--- config.mk ---
export PLATFORM = sky130hd
export DESIGN_NAME = number_to_ascii_formatter_flat
export DESIGN_NICKNAME = d
export VERILOG_FILES = /design/src/hdl/n2a_pkg.sv /design/src/hdl/n2a_in_if.sv /design/src/hdl/n2a_out_if.sv /design/src/hdl/number_to_ascii_formatter.sv /design/src/hdl/n2a_bcd.sv /design/src/hdl/n2a_oreg.sv /design/src/flat_wrapper.sv
export VERILOG_INCLUDE_DIRS = /design/src /design/src/hdl
export SDC_FILE = /design/constraint.sdc
export NUM_CORES = 1
export LEC_CHECK = 0
export BUFFER_PORTS_ARGS = -buffer_cell sky130_fd_sc_hd__clkbuf_2
export CAP_MARGIN = 10
export CORE_ASPECT_RATIO = 0.8
export CORE_MARGIN = 4
export CORE_UTILIZATION = 60
export DETAILED_ROUTE_END_ITERATION = 6
export PLACE_DENSITY = 0.79
export SETUP_SLACK_MARGIN = 0.1
export SLEW_MARGIN = 25
export SYNTH_ARGS = -nofsm -noshare
export SYNTH_HDL_FRONTEND = slang
export SYNTH_SLANG_ARGS = --single-unit
--- constraint.sdc ---
create_clock -name clk -period 3.4 [get_ports clk]
set_clock_uncertainty 0.2 [all_clocks]
set_input_delay 0 -clock clk [delete_from_list [all_inputs] [get_ports clk]]
set_output_delay 0 -clock clk [all_outputs]
set_load 0.05 [all_outputs]
--- src/hdl/number_to_ascii_formatter_macros.svh ---
// Assertion macros shared by the number to ASCII formatter modules.
`ifndef NUMBER_TO_ASCII_FORMATTER_MACROS_SVH
`define NUMBER_TO_ASCII_FORMATTER_MACROS_SVH

// Check a property on every clock edge outside reset.
`define N2A_ASSERT(label, prop, msg) \
  label: assert property (@(posedge clk) disable iff (rst) prop) else $error(msg);

// Check that expr holds in the cycle after cond.
`define N2A_ASSERT_NEXT(label, cond, expr, msg) \
  label: assert property (@(posedge clk) disable iff (rst) (cond) |=> (expr)) else $error(msg);

`endif

--- src/hdl/n2a_pkg.sv ---
// Shared constants, types and functions of the number to ASCII formatter.
package n2a_pkg;

  localparam int ValueW    = 32;
  localparam int KindW     = 2;
  localparam int CountW    = 4;
  localparam int CharW     = 7;
  localparam int DigitW    = 4;
  localparam int DecDigits = 10;
  localparam int HexDigits = ValueW / DigitW;
  localparam int BcdW      = DecDigits * DigitW;
  localparam int BitCntW   = $clog2(ValueW + 1);
  localparam int LeftW     = $clog2(DecDigits + 1);

  localparam logic [KindW-1:0] KIND_DEC = 2'd0;
  localparam logic [KindW-1:0] KIND_HEX = 2'd1;
  localparam logic [KindW-1:0] KIND_FIX = 2'd2;

  localparam logic [CharW-1:0] CH_ZERO    = 7'h30;
  localparam logic [CharW-1:0] CH_UPPER_A = 7'h41;
  localparam logic [CharW-1:0] CH_X       = 7'h78;
  localparam logic [CharW-1:0] CH_MINUS   = 7'h2D;

  typedef struct packed {
    logic busy;
    logic done;
  } bcd_stat_t;

  typedef struct packed {
    logic [CharW-1:0] char_code;
    logic             last_char;
  } char_t;

  function automatic logic [CharW-1:0] digit_char(input logic [DigitW-1:0] d);
    logic [CharW-1:0] c;
    if (d < 4'd10) begin
      c = CH_ZERO + {3'b000, d};
    end else begin
      c = CH_UPPER_A + {3'b000, d} - 7'd10;
    end
    return c;
  endfunction

endpackage

--- src/hdl/n2a_in_if.sv ---
// Request channel carrying one number and its format.
interface n2a_in_if;
  logic                         valid;
  logic                         ready;
  logic [n2a_pkg::KindW-1:0]    kind;
  logic [n2a_pkg::ValueW-1:0]   value;
  logic                         hex_prefix;
  logic [n2a_pkg::CountW-1:0]   digit_count;

  modport source (output valid, kind, value, hex_prefix, digit_count, input ready);
  modport sink (input valid, kind, value, hex_prefix, digit_count, output ready);
endinterface

--- src/hdl/n2a_out_if.sv ---
// Character channel carrying one ASCII code and its end mark.
interface n2a_out_if;
  logic                        valid;
  logic                        ready;
  logic [n2a_pkg::CharW-1:0]   char_code;
  logic                        last_char;

  modport source (output valid, char_code, last_char, input ready);
  modport sink (input valid, char_code, last_char, output ready);
endinterface

--- src/hdl/number_to_ascii_formatter.sv ---
// Number to ASCII formatter: takes a 32-bit value and a kind and sends its text
// one character per request, most significant first, the final one marked by
// last_char. Signed and fixed-width decimal go through a bit-serial BCD
// converter; hexadecimal skips it. After that, leading digits are dropped one
// at a time in ST_SKIP, then the characters are sent from ST_PRE and ST_DIG,
// each as the output register has room; a new number is taken once the last
// character is in the output register.
`include "number_to_ascii_formatter_macros.svh"

module number_to_ascii_formatter (
  input  logic      clk,
  input  logic      rst,
  n2a_in_if.sink    number,
  n2a_out_if.source text
);
  import n2a_pkg::*;

  localparam logic [2:0] ST_IDLE = 3'd0;
  localparam logic [2:0] ST_CONV = 3'd1;
  localparam logic [2:0] ST_SKIP = 3'd2;
  localparam logic [2:0] ST_PRE  = 3'd3;
  localparam logic [2:0] ST_DIG  = 3'd4;

  logic [2:0]         state;
  logic [KindW-1:0]   kind_r;
  logic [CountW-1:0]  count_r;
  logic [1:0]         pre_cnt;
  logic [LeftW-1:0]   left;
  logic [BcdW-1:0]    digits;

  logic               accept;
  logic               start;
  logic [ValueW-1:0]  bin_in;
  logic [BcdW-1:0]    bcd;
  bcd_stat_t          bcd_st;
  logic [DigitW-1:0]  top_digit;
  logic               skip;
  logic [CharW-1:0]   pre_char;
  logic               room;
  logic               push;
  char_t              odata;
  logic [CountW-1:0]  count_clamp;

  assign number.ready = (state == ST_IDLE);
  assign accept       = number.valid && number.ready;
  assign start        = accept && (number.kind == KIND_DEC || number.kind == KIND_FIX);
  assign bin_in       = (number.kind == KIND_DEC && number.value[ValueW-1]) ?
                        (~number.value + 1'b1) : number.value;

  always_comb begin
    if (number.digit_count == '0) begin
      count_clamp = CountW'(1);
    end else if (number.digit_count > CountW'(DecDigits)) begin
      count_clamp = CountW'(DecDigits);
    end else begin
      count_clamp = number.digit_count;
    end
  end

  assign top_digit = digits[BcdW-1 -: DigitW];
  assign skip      = (kind_r == KIND_FIX) ? ({1'b0, left} > {1'b0, count_r}) :
                     ((top_digit == '0) && (left > LeftW'(1)));
  assign pre_char  = (kind_r == KIND_DEC) ? CH_MINUS :
                     ((pre_cnt == 2'd2) ? CH_ZERO : CH_X);
  assign push      = room && (state == ST_PRE || state == ST_DIG);

  always_comb begin
    if (state == ST_PRE) begin
      odata.char_code = pre_char;
      odata.last_char = 1'b0;
    end else begin
      odata.char_code = digit_char(top_digit);
      odata.last_char = (left == LeftW'(1));
    end
  end

  n2a_bcd u_bcd (
    .clk    (clk),
    .rst    (rst),
    .start  (start),
    .bin_in (bin_in),
    .bcd    (bcd),
    .stat   (bcd_st)
  );

  n2a_oreg u_oreg (
    .clk  (clk),
    .rst  (rst),
    .push (push),
    .data (odata),
    .room (room),
    .text (text)
  );

  always_ff @(posedge clk) begin
    if (rst) begin
      state   <= ST_IDLE;
      kind_r  <= KIND_DEC;
      count_r <= '0;
      pre_cnt <= '0;
      left    <= '0;
      digits  <= '0;
    end else begin
      unique case (state)
        ST_IDLE: begin
          if (accept) begin
            kind_r  <= number.kind;
            count_r <= count_clamp;
            unique case (number.kind)
              KIND_DEC: begin
                pre_cnt <= {1'b0, number.value[ValueW-1]};
                state   <= ST_CONV;
              end
              KIND_HEX: begin
                pre_cnt <= number.hex_prefix ? 2'd2 : 2'd0;
                digits  <= {number.value, {(BcdW-ValueW){1'b0}}};
                left    <= LeftW'(HexDigits);
                state   <= ST_SKIP;
              end
              KIND_FIX: begin
                pre_cnt <= 2'd0;
                state   <= ST_CONV;
              end
              default: begin
                state <= ST_IDLE;
              end
            endcase
          end
        end
        ST_CONV: begin
          if (bcd_st.done) begin
            digits <= bcd;
            left   <= LeftW'(DecDigits);
            state  <= ST_SKIP;
          end
        end
        ST_SKIP: begin
          if (skip) begin
            digits <= {digits[BcdW-DigitW-1:0], {DigitW{1'b0}}};
            left   <= left - 1'b1;
          end else begin
            state <= (pre_cnt != 2'd0) ? ST_PRE : ST_DIG;
          end
        end
        ST_PRE: begin
          if (room) begin
            pre_cnt <= pre_cnt - 1'b1;
            if (pre_cnt == 2'd1) begin
              state <= ST_DIG;
            end
          end
        end
        ST_DIG: begin
          if (room) begin
            digits <= {digits[BcdW-DigitW-1:0], {DigitW{1'b0}}};
            left   <= left - 1'b1;
            if (left == LeftW'(1)) begin
              state <= ST_IDLE;
            end
          end
        end
        default: begin
          state <= ST_IDLE;
        end
      endcase
    end
  end

  `N2A_ASSERT(a_idle_bcd, (state == ST_IDLE) |-> !bcd_st.busy, "converter busy while idle")
  `N2A_ASSERT(a_left_nz, (state == ST_SKIP || state == ST_DIG) |-> (left != '0),
    "no digits left while emitting")
  `N2A_ASSERT_NEXT(a_last_idle, push && (state == ST_DIG) && (left == LeftW'(1)),
    state == ST_IDLE, "not idle after last character")
  `N2A_ASSERT_NEXT(a_take_busy, start, bcd_st.busy, "converter not started on decimal request")

endmodule

--- src/hdl/n2a_bcd.sv ---
// Bit-serial binary to BCD converter (shift and add three).
`include "number_to_ascii_formatter_macros.svh"

module n2a_bcd (
  input  logic                         clk,
  input  logic                         rst,
  input  logic                         start,
  input  logic [n2a_pkg::ValueW-1:0]   bin_in,
  output logic [n2a_pkg::BcdW-1:0]     bcd,
  output n2a_pkg::bcd_stat_t           stat
);
  import n2a_pkg::*;

  logic [ValueW-1:0]  bin;
  logic [BitCntW-1:0] bits;
  logic               busy;
  logic               done;
  logic [BcdW-1:0]    adj;

  always_comb begin
    adj = bcd;
    for (int i = 0; i < DecDigits; i++) begin
      if (bcd[i*DigitW +: DigitW] >= 4'd5) begin
        adj[i*DigitW +: DigitW] = bcd[i*DigitW +: DigitW] + 4'd3;
      end
    end
  end

  always_ff @(posedge clk) begin
    if (rst) begin
      busy <= 1'b0;
      done <= 1'b0;
      bits <= '0;
    end else begin
      done <= 1'b0;
      if (start) begin
        busy <= 1'b1;
        bits <= BitCntW'(ValueW);
      end else if (busy) begin
        bits <= bits - 1'b1;
        if (bits == BitCntW'(1)) begin
          busy <= 1'b0;
          done <= 1'b1;
        end
      end
    end
  end

  always_ff @(posedge clk) begin
    if (start) begin
      bin <= bin_in;
      bcd <= '0;
    end else if (busy) begin
      bin <= {bin[ValueW-2:0], 1'b0};
      bcd <= {adj[BcdW-2:0], bin[ValueW-1]};
    end
  end

  assign stat.busy = busy;
  assign stat.done = done;

  `N2A_ASSERT_NEXT(a_done_idle, done, !busy, "converter still busy after done")
  `N2A_ASSERT(a_idle_bits, !busy |-> (bits == '0), "bit count left over while idle")
  `N2A_ASSERT(a_busy_bits, busy |-> (bits != '0), "converter busy with no bits left")

endmodule

--- src/hdl/n2a_oreg.sv ---
// Output register holding one character until the sink takes it.
module n2a_oreg (
  input  logic             clk,
  input  logic             rst,
  input  logic             push,
  input  n2a_pkg::char_t   data,
  output logic             room,
  n2a_out_if.source        text
);
  import n2a_pkg::*;

  assign room = !text.valid || text.ready;

  always_ff @(posedge clk) begin
    if (rst) begin
      text.valid <= 1'b0;
    end else if (room) begin
      text.valid <= push;
    end
  end

  always_ff @(posedge clk) begin
    if (push && room) begin
      text.char_code <= data.char_code;
      text.last_char <= data.last_char;
    end
  end

endmodule

--- src/flat_wrapper.sv ---
// flat-port wrapper written by rule: the top's interface ports become plain ports
module number_to_ascii_formatter_flat import n2a_pkg::*;
  (clk, rst, number_valid, number_kind, number_value, number_hex_prefix, number_digit_count, number_ready, text_valid, text_char_code, text_last_char, text_ready);
  n2a_in_if number_i ();
  n2a_out_if text_i ();
  input  logic clk;
  input  logic rst;
  input wire logic [$bits(number_i.valid)-1:0] number_valid;
  input wire logic [$bits(number_i.kind)-1:0] number_kind;
  input wire logic [$bits(number_i.value)-1:0] number_value;
  input wire logic [$bits(number_i.hex_prefix)-1:0] number_hex_prefix;
  input wire logic [$bits(number_i.digit_count)-1:0] number_digit_count;
  output wire logic [$bits(number_i.ready)-1:0] number_ready;
  output wire logic [$bits(text_i.valid)-1:0] text_valid;
  output wire logic [$bits(text_i.char_code)-1:0] text_char_code;
  output wire logic [$bits(text_i.last_char)-1:0] text_last_char;
  input wire logic [$bits(text_i.ready)-1:0] text_ready;
  assign number_i.valid = number_valid;
  assign number_i.kind = number_kind;
  assign number_i.value = number_value;
  assign number_i.hex_prefix = number_hex_prefix;
  assign number_i.digit_count = number_digit_count;
  assign number_ready = number_i.ready;
  assign text_valid = text_i.valid;
  assign text_char_code = text_i.char_code;
  assign text_last_char = text_i.last_char;
  assign text_i.ready = text_ready;
  number_to_ascii_formatter u_core (.clk(clk), .rst(rst), .number(number_i), .text(text_i));
endmodule
==> results.yml <==
run_status:
  status: "completed"
sta:
  hold-worst-slack_ns: 0.04239
  hold_viol: 0
  worstMarginPinSlew_ns: 0.7855
  tns_ns: 0
  setup_viol: 0
  fin_ws_ns: 0.4639
  rsz0062_at_grt: "false"
  relSlewSlack_pct: 47.63
  fmax_ghz: 0.3406
  slew_violations: 0
  timing.final.crit_period_ns: 2.936
  period_share_pct: 86.36
worst_setup_path:
  r2r-start: "u_core.state[0]"
  r2r-end: "u_core.u_bcd.bin[29]"
  r2r_cells: 5
  worstSetupStartpointType: "flop"
  setup.worst_path.end: "u_core.u_bcd.bin[29]"
  end_kind: "flop"
  worstSetupPathType: "flop to flop"
  critPathArrivalTime_ns: 3.01
  reg2reg_slack_ns: 0.46
  cp-startpoint: "u_core.state[0]"
  worstPathRequired_ns: 3.48
  path_max_fanout: 21
die:
  die_h_um: 112.8
  dieArea_um2: 15690
  coreArea_um2: 13500
  die_x_um: 139.0
  io_pins: 53
  initial_core_util_pct: 61.04
  row_count: 38
synthesis:
  async_flop_share_pct: 0
  synth_ff_type: "dfxtp_1"
  synth_cells: 928
  synthesis.area_um2: 8242
  syn_area_per_cell_um2: 8.881
  synth.yosys.warnings: 0
  synthDistinctLibCells: 70
  synth-edff-count: 40
  ys_ff_latch: 144
  synth_fp_nets: 1008
  ys_seq_area_share_pct: 39.84
grt:
  antenna_found_initial: 0
  grt_overflow_total: 0
  grt_pass1_vias: 7021
  grt_pass1_wl_um: 35590
  grt_max_degree: 37
  track_usage_pct: 27.41
power_and_ir_drop:
  cellPowerDensity_nw_per_um2: 809.7
  p_leak_nw: 3.582
  p_seq_share_pct: 37.4
  swShare_pct: 38.21
  power_frac_comb_pct: 37.8
  internal_power_mw: 4.867
  power_mw: 7.877
  clkPwrFrac_pct: 24.9
  p_sw_mw: 3.010
  max-vdd-ir-drop_mv: 0.4639
clock_network:
  h-tree-depth: 4
  holdBufCountCts: 51
  clock_latency_ns: 0.42
  post_cts_resize_count: 0
  cts_sinks: 144
  clock_path_buffers: 2
  cts-buffers-inserted: 17
  path_clk_slew_ns: 0.06
  cts_root_buf: "clkbuf_16"
  post-cts-setup-buffers: 0
  cts_tree: "built"
routing:
  routedWlPerCell_um: 17.96
  dr.pass1.iters: 5
  drt_iter0_drc: 753
  ant_nets: 0
  vias: 7428
  wl_um: 21440
  via_per_inst: 6.221
  drc_errors: 0
placement:
  port_buffers: 52
  dp_hpwl_um: 13340
  gp_congestion: 0.8735
  pre_cts_ws_ns: 0.6818
layout:
  drive_gt1_share_pct: 12.72
  nets: 1082
  fillers: 989
  n_antenna_cell: 0
  syn_to_final_growth_pct: 18.04
flow_run:
  cap_violations: 0
worst_hold_path:
  worstHoldStart: "rst"
  min_path_type: "input port to flop"
[per-layer routing]
layer / up-vias / part of all wire (%) / track usage [%]
met5: - / 0 / 0
met4: 0 / 2.5 / 9.192
met3: 52 / 7.1 / 6.126
met2: 335 / 47 / 45.23
met1: 3460 / 43 / 36.06
li1: 3581 / - / -
[cell usage after synthesis (all sizes together), types with 11 or more instances]
cell type,number,area share (%)
dfxtp,104,25
nor2,84,3.9
nand2,73,3.3
o21ai,57,3.5
a21oi,48,2.9
nor4,43,3.8
inv,42,1.9
edfxtp,40,15
clkbuf,39,1.8
ha,37,5.6
mux2i,35,4.3
a211oi,34,3.1
buf,29,1.8
xnor2,27,2.9
nand3,26,1.6
nor3,25,1.6
a22oi,20,1.8
a311oi,18,1.9
nand2b,17,1.4
a221oi,16,1.7
xor2,16,1.7
a31oi,13,0.99
nor3b,11,1.0
[cell usage in the layout, fill, tap and decap left out, drive strengths merged, types with 10 or more instances in the layout]
cell type and n:
dfxtp 104, nor2 84, clkbuf 75, nand2 73, o21ai 57, dlygate4sd3 51
a21oi 48, inv 43, nor4 43, edfxtp 40, ha 37, mux2i 35
a211oi 34, xnor2 27, nand3 26, nor3 25, a22oi 20, buf 20
a311oi 18, nand2b 17, xor2 16, a221oi 16, a31oi 13, nor3b 11
nand4 10, o31ai 10
[critical path, stage by stage, from the launching register on]
cell           delay [ns]
dfxtp_1              0.50
nor4b_4              0.72
o21a_2               0.56
nand4_1              0.14
dlygate4sd3_1        0.59
nand3_1              0.08
[area by class of cell]
class	count	area [um2]	share of cell area [%]
flip-flops and latches	144	3284	33.76
clock buffers	23	520.5	5.350
repair buffers	123	920.9	9.466
inverters	43	161.4	1.659
well taps	180	225.2	2.315
clock inverters	8	97.59	1.003
multi-input cells	673	4518	46.44
[kinds of logic after synthesis]
family / count (synthesis) / synth area share [%]
muxes: 36 / 4.433
adders and majority gates: 38 / 5.739
and+or+nand+nor: 317 / 20.04
DFF: 144 / 39.84
xor gates and xnor gates: 43 / 4.570
buffers and inverters: 111 / 5.556
AOI/OAI and AO/OA: 239 / 19.83
[worst min path at each step]
stage | slack (ns) | cells past startpoint | end
6_report | 0.04 | 2 | u_core.u_bcd.busy
5_1_grt | 0.08 | 2 | u_core.u_bcd.busy
4_1_cts | 0.02 | 2 | u_core.u_bcd.busy
3_5_place_dp | 0.07 | 3 | u_core.kind_r[1]
3_3_place_gp | 0.06 | 3 | u_core.kind_r[1]
2_1_floorplan | -0.06 | 2 | u_core.count_r[3]
[stage by stage]
stage | std cells | area, um2 | util (%)
2_1_floorplan | 928 | 8242 | -
3_3_place_gp | 1112 | 8600 | 63.69
3_5_place_dp | 1112 | 8600 | 63.69
4_1_cts | 1194 | 9728 | 72.04
5_1_grt | 1194 | 9728 | 72.04
6_report | 1194 | 9728 | 72.04
[power by group through the flow]
stage	logic, mW	clock network [mW]	registers (mW)
after floorplan	2.24	0	2.83
after global placement	2.74	0	2.94
after detailed placement	2.82	0	2.94
after CTS	2.94	1.96	2.92
after global routing	3.33	2.04	3.02
final	2.97	1.96	2.94
[flip-flops by register name, indices dropped and copies added, names as in the netlist]
register	flops
u_core.count_r	4
u_core.pre_cnt	2
u_core.digits	40
u_core.u_oreg.text.last_char	1
u_core.left	4
u_core.u_bcd.done	1
u_core.u_bcd.bin	32
u_core.state	3
u_core.u_bcd.busy	1
u_core.kind_r	2
u_core.u_oreg.text.valid	1
u_core.u_bcd.bits	6
u_core.u_oreg.text.char_code	7
u_core.u_bcd.bcd	40
(Power assumes the default switching activity.)
